===== config.mk =====
export PLATFORM = sky130hd
export DESIGN_NAME = sis_controller
export DESIGN_NICKNAME = d
export VERILOG_FILES = /design/src/sv/sis_pkg.sv /design/src/sv/sis_controller.sv
export SDC_FILE = /design/constraint.sdc
export NUM_CORES = 1
export LEC_CHECK = 0
export BUFFER_PORTS_ARGS = -buffer_cell sky130_fd_sc_hd__buf_2
export CAP_MARGIN = 40
export CORE_AREA = 2 2 39 41
export CTS_BUF_LIST = sky130_fd_sc_hd__clkbuf_8
export DETAILED_ROUTE_END_ITERATION = 7
export DIE_AREA = 0 0 41 43
export PLACE_DENSITY_LB_ADDON = 0.08
export REMOVE_ABC_BUFFERS = 1
export SKIP_CTS_REPAIR_TIMING = 1
export SYNTH_ARGS = -nofsm -noshare
export SYNTH_HDL_FRONTEND = slang
export SYNTH_SLANG_ARGS = --single-unit

===== constraint.sdc =====
create_clock -name clk -period 1.7 [get_ports clk]
set_clock_uncertainty 0.15 [all_clocks]
set_input_delay 0.255 -clock clk [delete_from_list [all_inputs] [get_ports clk]]
set_output_delay 0.255 -clock clk [all_outputs]
set_load 0.005 [all_outputs]

===== src/sv/sis_pkg.sv =====
`default_nettype none

package sis_pkg;

    localparam int CAPACITY = 64;
    localparam int KEY_W    = 32;
    localparam int OCC_W    = $clog2(CAPACITY + 1);
    localparam int COUNT_W  = 7;

    typedef enum logic [1:0] {
        CMD_INSERT = 2'd0,
        CMD_REMOVE = 2'd1,
        CMD_LOOKUP = 2'd2,
        CMD_CLEAR  = 2'd3
    } cmd_t;

    typedef enum logic {
        ST_IDLE,
        ST_UPDATE
    } state_t;

    typedef enum logic [1:0] {
        OP_NONE,
        OP_INSERT,
        OP_REMOVE,
        OP_CLEAR
    } dp_op_t;

    typedef struct packed {
        logic   capture;
        dp_op_t op;
    } ctl_t;

    typedef struct packed {
        logic found;
        logic at_cap;
    } sts_t;

endpackage

`default_nettype wire


===== src/sv/sis_controller.sv =====
`default_nettype none

module sis_controller
    import sis_pkg::*;
(
    input  logic       clk,
    input  logic       rst_n,
    input  logic       start,
    input  logic [1:0] command,
    input  sts_t       sts,
    output ctl_t       ctl,
    output logic       busy,
    output logic       done,
    output logic       success,
    output logic       full_res
);

    state_t state_reg;
    state_t state_next;
    cmd_t   cmd_reg;
    cmd_t   cmd_next;
    logic   done_reg;
    logic   done_next;
    logic   success_reg;
    logic   success_next;
    logic   full_res_reg;
    logic   full_res_next;

    always_ff @(posedge clk or negedge rst_n)
    begin
        if (!rst_n)
        begin
            state_reg <= ST_IDLE;
            done_reg  <= 1'b0;
        end
        else
        begin
            state_reg <= state_next;
            done_reg  <= done_next;
        end
    end

    always_ff @(posedge clk)
    begin
        cmd_reg      <= cmd_next;
        success_reg  <= success_next;
        full_res_reg <= full_res_next;
    end

    always_comb
    begin
        state_next    = state_reg;
        cmd_next      = cmd_reg;
        done_next     = 1'b0;
        success_next  = success_reg;
        full_res_next = full_res_reg;
        ctl.capture   = 1'b0;
        ctl.op        = OP_NONE;
        busy          = (state_reg == ST_UPDATE);

        case (state_reg)
            ST_IDLE:
            begin
                if (start)
                begin
                    ctl.capture = 1'b1;
                    cmd_next    = cmd_t'(command);
                    state_next  = ST_UPDATE;
                end
            end
            ST_UPDATE:
            begin
                done_next     = 1'b1;
                full_res_next = 1'b0;
                state_next    = ST_IDLE;
                case (cmd_reg)
                    CMD_INSERT:
                    begin
                        success_next  = !sts.found && !sts.at_cap;
                        full_res_next = !sts.found && sts.at_cap;
                        if (!sts.found && !sts.at_cap)
                        begin
                            ctl.op = OP_INSERT;
                        end
                    end
                    CMD_REMOVE:
                    begin
                        success_next = sts.found;
                        if (sts.found)
                        begin
                            ctl.op = OP_REMOVE;
                        end
                    end
                    CMD_LOOKUP:
                    begin
                        success_next = sts.found;
                    end
                    CMD_CLEAR:
                    begin
                        success_next = 1'b1;
                        ctl.op       = OP_CLEAR;
                    end
                    default:
                    begin
                        success_next = 1'b0;
                    end
                endcase
            end
            default:
            begin
                state_next = ST_IDLE;
            end
        endcase
    end

    assign done     = done_reg;
    assign success  = success_reg;
    assign full_res = full_res_reg;

    // a result beat always lands in the cycle after the update cycle
    assert property (@(posedge clk) disable iff (!rst_n) busy |=> done)
        else $error("result beat missing after update");

    assert property (@(posedge clk) disable iff (!rst_n) done |-> !busy)
        else $error("result beat while still updating");

    assert property (@(posedge clk) disable iff (!rst_n) (start && !busy) |=> busy)
        else $error("accepted request did not enter update");

    assert property (@(posedge clk) disable iff (!rst_n) (done && full_res) |-> !success)
        else $error("full flag raised on a successful request");

    assert property (@(posedge clk) disable iff (!rst_n)
                     (ctl.op != OP_NONE) |-> (state_reg == ST_UPDATE))
        else $error("table modified outside update cycle");

endmodule

`default_nettype wire


==> impl_metrics.tcl, run 1 <==
set metrics [dict create \
    run_status "finished with violations" \
    violations "negative setup slack" \
    finalHoldViolations 0 \
    switching_power_w 0.0000802 \
    max_freq_mhz 522 \
    place_congestion 0.658 \
    ys.flop_type "edfxtp_1" \
    cts.path.max_buffers 2 \
    setup.worst_path.class "reg -> out" \
    vdd.ir_drop.worst_v 0.000614 \
    synth_edf_count 4 \
    layout-drive-gt1-share 0.581 \
    grt_pass1_vias 190 \
    cts_max_level 1 \
    worstPathRequired_ns 1.29 \
    num_vias 231 \
    totalWireLength_um 518 \
    final_cell_area_um2 478 \
    synth.yosys.warnings 0 \
    drtAntennaViolNets 0 \
    postSynthCellCount 23 \
    finalCritPeriodShare 1.13 \
    p_leak_nw 0.227 \
    dieArea_um2 1760 \
    port_buffers 13 \
    synth_common_cells "4 x edfxtp_1, 4 x ha_1, 2 x dfrtp_1, 2 x inv_1" \
    ys_top_cells_by_area "edfxtp_1 39%, dfrtp_1 16%, ha_1 16%" \
    seqCellArea_um2 170 \
    pwr-share-comb 0.113 \
    timing.final.ws_setup_ns -0.216 \
    core-area_um2 1380 \
    clock_latency_ns 0.22 \
    endpoint_kind "output port" \
    grt_pass1_wl_um 772 \
    synth_area_per_cell_um2 13.3 \
    ys_ff_latch 6 \
    rows 14 \
    fin_setup_tns_ns -0.216 \
    drt-initial-drc-count 1 \
    initial_core_util 0.222 \
    syn_area_um2 307 \
    ys_seq_area_frac 0.555 \
    nFillCells 146 \
    min_path_type "in -> reg" \
    cts_root_buffer "clkbuf_8" \
    synth.top_cell.area_share 0.392 \
    period_minus_slack_ns 1.92 \
    p_per_area_nw_per_um2 894 \
    yosysUniqueCellTypes 15 \
    fin_nets 56 \
    largest_reg_flops 2 \
    antenna_cells 0 \
    dp_slack_ns -0.0488 \
    path_max_fanout 2 \
    power_frac_clock 0.482 \
    wire_per_inst_um 8.78 \
    track_usage 0.0751 \
    switching_share 0.188 \
    cts_tree "built" \
    max_slew.worst_pin.slew_ns 0.274 \
    grt_overflow 0 \
    yosys.area.top_type "edfxtp_1" \
    r2r_slack_ns 0.14 \
    crit_chain "inv_2, ha_4, or4b_1, a21boi_1, buf_2" \
    ios 14 \
    drv_slew 0 \
    cap_violations 0 \
    die_h_um 43 \
    drt_pass1_iterations 2 \
    setup_viol 1 \
    slew_headroom 0.817 \
    multi_input_area_um2 134 \
    drc 0 \
    clk_pin_slew_worst_paths_ns 0.03 \
    grt_max_degree 8 \
    startpoint_type "flop" \
    syn2layout_area_growth_pct 55.9 \
    p_int_w 0.000347 \
    ys_async_sr_fraction 0.333 \
    critPathSlowestCell "or4b_1" \
    cts_made_buffers 3 \
    seq_power_share 0.405 \
    rsz0062_at_grt "true" \
    antenna_found_initial 0 \
    cts_sinks 6 \
    hold_slack_ns 0.0632 \
    critPathMaxStageDelay_ns 0.43 \
    routed_via_density 3.92 \
    critPathArrivalTime_ns 1.51 \
    placed_area_um2 414 \
    die_w_um 41 \
]
==> worst max-delay path: cells and delay by family, from the launching register on <==
| kind | cells | cell delay (ns) |
|---|---|---|
| adders and majority gates | 1 | 0.13 |
| buffers and inverters | 2 | 0.22 |
| AOI/OAI and AO/OA | 1 | 0.13 |
| and+or+nand+nor | 1 | 0.43 |
| DFF | 1 | 0.39 |
==> stage by stage <==
stage | total power, W | util | cells
final | 0.000427 | 0.345 | 59
after global routing | 0.000453 | 0.345 | 59
after CTS | 0.000430 | 0.329 | 58
after detailed placement | 0.000220 | 0.299 | 55
after global placement | 0.000219 | 0.299 | 55
after floorplan | 0.000191 | - | 22
==> layer usage <==
metal | GRT usage | part of all wire
met3 | 0.0628 | 0.12
met5 | 0 | 0
met2 | 0.100 | 0.48
met1 | 0.0797 | 0.40
met4 | 0.0400 | 0
==> area by class of cell <==
cell class,instances,share of cell area
Clock buffer,3,0.0864
Sequential cell,6,0.356
Tap cell,16,0.0419
Timing Repair Buffer,18,0.220
Inverter,2,0.0157
Multi-Input combinational cell,14,0.280
==> placed cells by master (no fill, tap or decap) <==
cell type       n
buf_2          13
edfxtp_1        4
buf_4           4
ha_1            3
clkbuf_8        3
inv_2           2
a21boi_1        2
dfrtp_1         2
nand2_1         1
or4b_1          1
a21oi_1         1
or3b_2          1
o21ai_0         1
nor2b_1         1
nand3b_1        1
and3b_2         1
ha_4            1
dlygate4sd3_1   1
==> worst paths after layout <==
| kind | startpoint | to | cells past startpoint |
|---|---|---|---|
| min in group asynchronous | rst_n | busy$_DFF_PN0_ | 2 |
| hold reg to reg | busy$_DFF_PN0_ | done$_DFF_PN0_ | 0 |
| hold / removal | command[0] | cmd_reg[0]$_DFFE_PP_ | 1 |
| setup reg to reg | cmd_reg[0]$_DFFE_PP_ | success$_DFFE_PP_ | 5 |
| setup / recovery | cmd_reg[0]$_DFFE_PP_ | ctl[0] | 5 |
| max in group asynchronous | rst_n | done$_DFF_PN0_ | 2 |
==> power by group through the flow <==
stage,clock [W],sequential (W),combinational [W]
5_1_grt,0.000224,0.000174,0.0000555
6_report,0.000206,0.000173,0.0000485
4_1_cts,0.000212,0.000173,0.0000453
2_1_floorplan,0,0.000176,0.0000146
3_5_place_dp,0,0.000175,0.0000450
3_3_place_gp,0,0.000174,0.0000446
==> logic make-up (layout without fill, tap and decap cells) <==
| kind of cell | after synthesis | count (layout) | share of synthesized area |
|---|---|---|---|
| AO/OA/AOI/OAI | 4 | 4 | 0.0816 |
| adder cells (fa/ha/maj) | 4 | 4 | 0.163 |
| buffers and inverters | 3 | 23 | 0.0490 |
| flip-flops | 6 | 6 | 0.555 |
| AND/OR/NAND/NOR | 6 | 6 | 0.151 |
(Power assumes the default switching activity.)
==> run 2: changes to the inputs <==
--- a/config.mk
+++ b/config.mk
@@ -7,6 +7,8 @@
 export LEC_CHECK = 0
 export BUFFER_PORTS_ARGS = -buffer_cell sky130_fd_sc_hd__buf_2
 export CAP_MARGIN = 40
+export CELL_PAD_IN_SITES_DETAIL_PLACEMENT = 0
+export CELL_PAD_IN_SITES_GLOBAL_PLACEMENT = 1
 export CORE_AREA = 2 2 39 41
 export CTS_BUF_LIST = sky130_fd_sc_hd__clkbuf_8
 export DETAILED_ROUTE_END_ITERATION = 7
==> impl_metrics.tcl, run 2 (synthesis results as in run 1) <==
set metrics [dict create \
    period_minus_slack_ns 1.93 \
    fin_setup_tns_ns -0.288 \
    hold_path_end "cmd_reg[0]$_DFFE_PP_" \
    violations "negative setup slack" \
    cts_tree "built" \
    max_freq_mhz 517 \
    worstPathRequired_ns 1.29 \
    max_slew.worst_pin.slew_ns 0.280 \
    r2r_slack_ns 0.13 \
    port_buffers 13 \
    grt_pass1_vias 232 \
    clock_latency_ns 0.23 \
    slew_headroom 0.813 \
    p_per_area_nw_per_um2 904 \
    grt_max_degree 8 \
    antenna_found_initial 0 \
    cts_sinks 6 \
    drt-initial-drc-count 2 \
    initial_core_util 0.222 \
    drc 0 \
    min_path_cells 1 \
    cts_root_buffer "clkbuf_8" \
    die_h_um 43 \
    drv_slew 0 \
    mostFrequentLayoutCell "buf_2" \
    rr_endpoint "success$_DFFE_PP_" \
    rsz0062_at_grt "true" \
    ios 14 \
    place_inst 55 \
    clk_pin_slew_worst_paths_ns 0.04 \
    fin_nets 57 \
    rows 14 \
    finalCritPeriodShare 1.14 \
    drtAntennaViolNets 0 \
    setup_viol 2 \
    hold_slack_ns 0.0586 \
    endpoint_kind "output port" \
    place_congestion 0.566 \
    timing.final.ws_setup_ns -0.234 \
    hp-start "command[0]" \
    cts_max_level 1 \
    track_usage 0.0871 \
    totalWireLength_um 605 \
    grt_pass1_wl_um 959 \
    finalHoldViolations 0 \
    setup.worst_path.class "reg -> out" \
    routed_via_density 4.16 \
    rr_startpoint "cmd_reg[1]$_DFFE_PP_" \
    grt_overflow 0 \
    largest_reg_flops 2 \
    cap_violations 0 \
    path_max_fanout 2 \
    fin_util 0.356 \
    dieArea_um2 1760 \
    layout-drive-gt1-share 0.600 \
    startpoint_type "flop" \
    critPathArrivalTime_ns 1.53 \
    core-area_um2 1380 \
    antenna_cells 0 \
    min_path_type "in -> reg" \
    cts_made_buffers 3 \
    vdd.ir_drop.worst_v 0.000464 \
    ff2ff_path_depth 5 \
    layout_common_cells "13 x buf_2, 5 x buf_4, 4 x edfxtp_1" \
    run_status "finished with violations" \
    cts.path.max_buffers 2 \
    instances_no_fill 61 \
    syn2layout_area_growth_pct 60.8 \
    wire_per_inst_um 9.92 \
    drt_pass1_iterations 2 \
    p_leak_nw 0.239 \
    die_w_um 41 \
    num_vias 254 \
    nFillCells 146 \
]
run 2: how the worst max path moves through the flow:
stage                     slack [ns]                  from  cells past startpoint      to
after detailed placement       -0.04  cmd_reg[0]$_DFFE_PP_                      5  ctl[0]
after floorplan                 0.05  cmd_reg[1]$_DFFE_PP_                      4  ctl[0]
after global routing           -0.31  cmd_reg[1]$_DFFE_PP_                      5  ctl[0]
after global placement         -0.02  cmd_reg[1]$_DFFE_PP_                      5  ctl[0]
after CTS                      -0.28  cmd_reg[0]$_DFFE_PP_                      5  ctl[0]
final                          -0.23  cmd_reg[0]$_DFFE_PP_                      5  ctl[0]
run 2: metrics by stage:
step / setup WS [ns] / cell area (um^2) / power (W)
after floorplan: 0.0501 / 299 / 0.000191
after global placement: -0.0192 / 414 / 0.000219
after detailed placement: -0.0406 / 414 / 0.000219
after CTS: -0.283 / 459 / 0.000446
after global routing: -0.307 / 493 / 0.000476
final: -0.234 / 493 / 0.000446
run 2: power by group:
group	switching, W	total, W	internal, W
sequential	0.00000531	0.000173	0.000168
clock	0.0000657	0.000221	0.000155
combinational	0.0000218	0.0000518	0.0000300
total	0.0000929	0.000446	0.000353
run 2: routing by layer:
metal,up-vias,share of wire,track usage
li1,125,-,-
met1,118,0.32,0.0762
met2,11,0.58,0.141
met3,0,0.10,0.0785
met4,0,0,0.0200
met5,-,0,0
run 2: area by class of cell:
type,instances,area (um^2),area share
Timing Repair Buffer,19,113,0.228
Sequential cell,6,170,0.345
Clock inverter,1,3.75,0.00761
Multi-Input combinational cell,14,138,0.279
Clock buffer,3,41.3,0.0838
Tap cell,16,20.0,0.0406
Inverter,2,7.51,0.0152
run 2: critical path, stage by stage, from the launching register on:
cell      delay (ns)
edfxtp_1        0.39
inv_2           0.10
ha_4            0.12
or4b_4          0.45
a21boi_1        0.12
buf_2           0.12
==> run 3: changes to the inputs <==
--- a/config.mk
+++ b/config.mk
@@ -15,7 +15,7 @@
 export DIE_AREA = 0 0 41 43
 export PLACE_DENSITY_LB_ADDON = 0.08
 export REMOVE_ABC_BUFFERS = 1
-export SKIP_CTS_REPAIR_TIMING = 1
+export SLEW_MARGIN = 20
 export SYNTH_ARGS = -nofsm -noshare
 export SYNTH_HDL_FRONTEND = slang
 export SYNTH_SLANG_ARGS = --single-unit
==> impl_metrics.tcl, run 3 (synthesis results as in run 1) <==
set metrics [dict create \
    cts_tree "built" \
    crit_buf_inv 2 \
    vdd.ir_drop.worst_v 0.000464 \
    routed_via_density 4.13 \
    critPathSlowestCell "or4b_4" \
    path_max_fanout 2 \
    dr_wl_met3_um 65 \
    drtAntennaViolNets 0 \
    cts_root_buffer "clkbuf_8" \
    largest_reg_flops 2 \
    ios 14 \
    fin_nets 57 \
    slew_headroom 0.813 \
    timing.final.ws_setup_ns -0.254 \
    antenna_cells 0 \
    period_minus_slack_ns 1.95 \
    min_path_cells 1 \
    grt_pass1_wl_um 972 \
    p_leak_nw 0.239 \
    rows 14 \
    cts_made_buffers 3 \
    maxUsedRoutingLayer "met3" \
    mostFrequentLayoutCell "buf_2" \
    cts.path.max_buffers 2 \
    finalCritPeriodShare 1.15 \
    min_path_type "in -> reg" \
    finalHoldViolations 0 \
    m1WireLength_um 194 \
    num_vias 252 \
    wire_per_inst_um 9.97 \
    crit_chain "inv_2, ha_4, or4b_4, a21boi_1, buf_2" \
    drc 0 \
    antenna_found_initial 0 \
    startpoint_type "flop" \
    p_per_area_nw_per_um2 908 \
    track_usage 0.0881 \
    max_slew.worst_pin.slew_ns 0.280 \
    fin_util 0.356 \
    crit_family "simple AND/OR/NAND/NOR gates" \
    place_congestion 0.566 \
    dieArea_um2 1760 \
    clk_pin_slew_worst_paths_ns 0.04 \
    drt_pass1_iterations 2 \
    clock_latency_ns 0.23 \
    endpoint_kind "output port" \
    setup_viol 2 \
    syn2layout_area_growth_pct 60.8 \
    grt_overflow 0 \
    critPathArrivalTime_ns 1.55 \
    drv_slew 0 \
    die_w_um 41 \
    drt-initial-drc-count 3 \
    critPathMaxStageDelay_ns 0.45 \
    max_freq_mhz 512 \
    violations "negative setup slack" \
    ff2ff_path_depth 5 \
    grt_max_degree 8 \
    rsz0062_at_grt "true" \
    grt_pass1_vias 235 \
    totalWireLength_um 608 \
    layout-drive-gt1-share 0.600 \
    layout_common_cells "13 x buf_2, 5 x buf_4, 4 x edfxtp_1" \
    cts_max_level 1 \
    initial_core_util 0.222 \
    cts_sinks 6 \
    wl_met2_um 348 \
    worstPathRequired_ns 1.29 \
    port_buffers 13 \
    core-area_um2 1380 \
    die_h_um 43 \
    run_status "finished with violations" \
    cap_violations 0 \
    hold_slack_ns 0.0570 \
    dp_slack_ns -0.0406 \
    path_depth 5 \
    setup.worst_path.class "reg -> out" \
]
run 3: where the power goes:
part | leakage [nW] | internal [W] | switching, W
sequential | 0.0635 | 0.000168 | 0.00000531
clock | 0.0269 | 0.000156 | 0.0000673
combinational | 0.148 | 0.0000299 | 0.0000218
run 3: final cells by class:
type                       instances  area (um^2)
inverter                           2         7.51
timing repair buffer              19          113
sequential                         6          170
clock inverter                     1         3.75
fill                             146          891
clock buffer                       3         41.3
tap                               16         20.0
multi-input combinational         14          138
run 3: through the flow:
| stage | std cells | setup TNS [ns] | instance area [um^2] | power [W] |
|---|---|---|---|---|
| floorplan | 22 | 0 | 299 | 0.000191 |
| global placement | 55 | -0.0192 | 414 | 0.000219 |
| detailed placement | 55 | -0.0406 | 414 | 0.000219 |
| CTS | 60 | -0.266 | 469 | 0.000448 |
| global route | 61 | -0.469 | 493 | 0.000476 |
| finish | 61 | -0.309 | 493 | 0.000448 |
run 3: layer usage:
layer | up-vias | track usage
met5 | - | 0
met1 | 116 | 0.0795
li1 | 125 | -
met3 | 0 | 0.0785
met4 | 0 | 0.0200
met2 | 11 | 0.141
run 3: path summary, 6_finish.rpt:
| check | from | to | slack [ns] |
|---|---|---|---|
| setup / recovery | cmd_reg[0]$_DFFE_PP_ | ctl[0] | -0.25 |
| hold / removal | command[0] | cmd_reg[0]$_DFFE_PP_ | 0.06 |
| max in group asynchronous | rst_n | busy$_DFF_PN0_ | 1.11 |
| min in group asynchronous | rst_n | done$_DFF_PN0_ | 0.19 |
| hold reg to reg | busy$_DFF_PN0_ | done$_DFF_PN0_ | 0.36 |
| setup reg to reg | cmd_reg[1]$_DFFE_PP_ | success$_DFFE_PP_ | 0.13 |
run 3: repair_timing:
action                     4_1_cts  5_1_grt
resized for setup                0        5
buffers inserted                 0        1
hold endpoints to repair         2        0
pin swaps                        1        2
setup endpoints to repair        1        2
hold buffers                     1        0
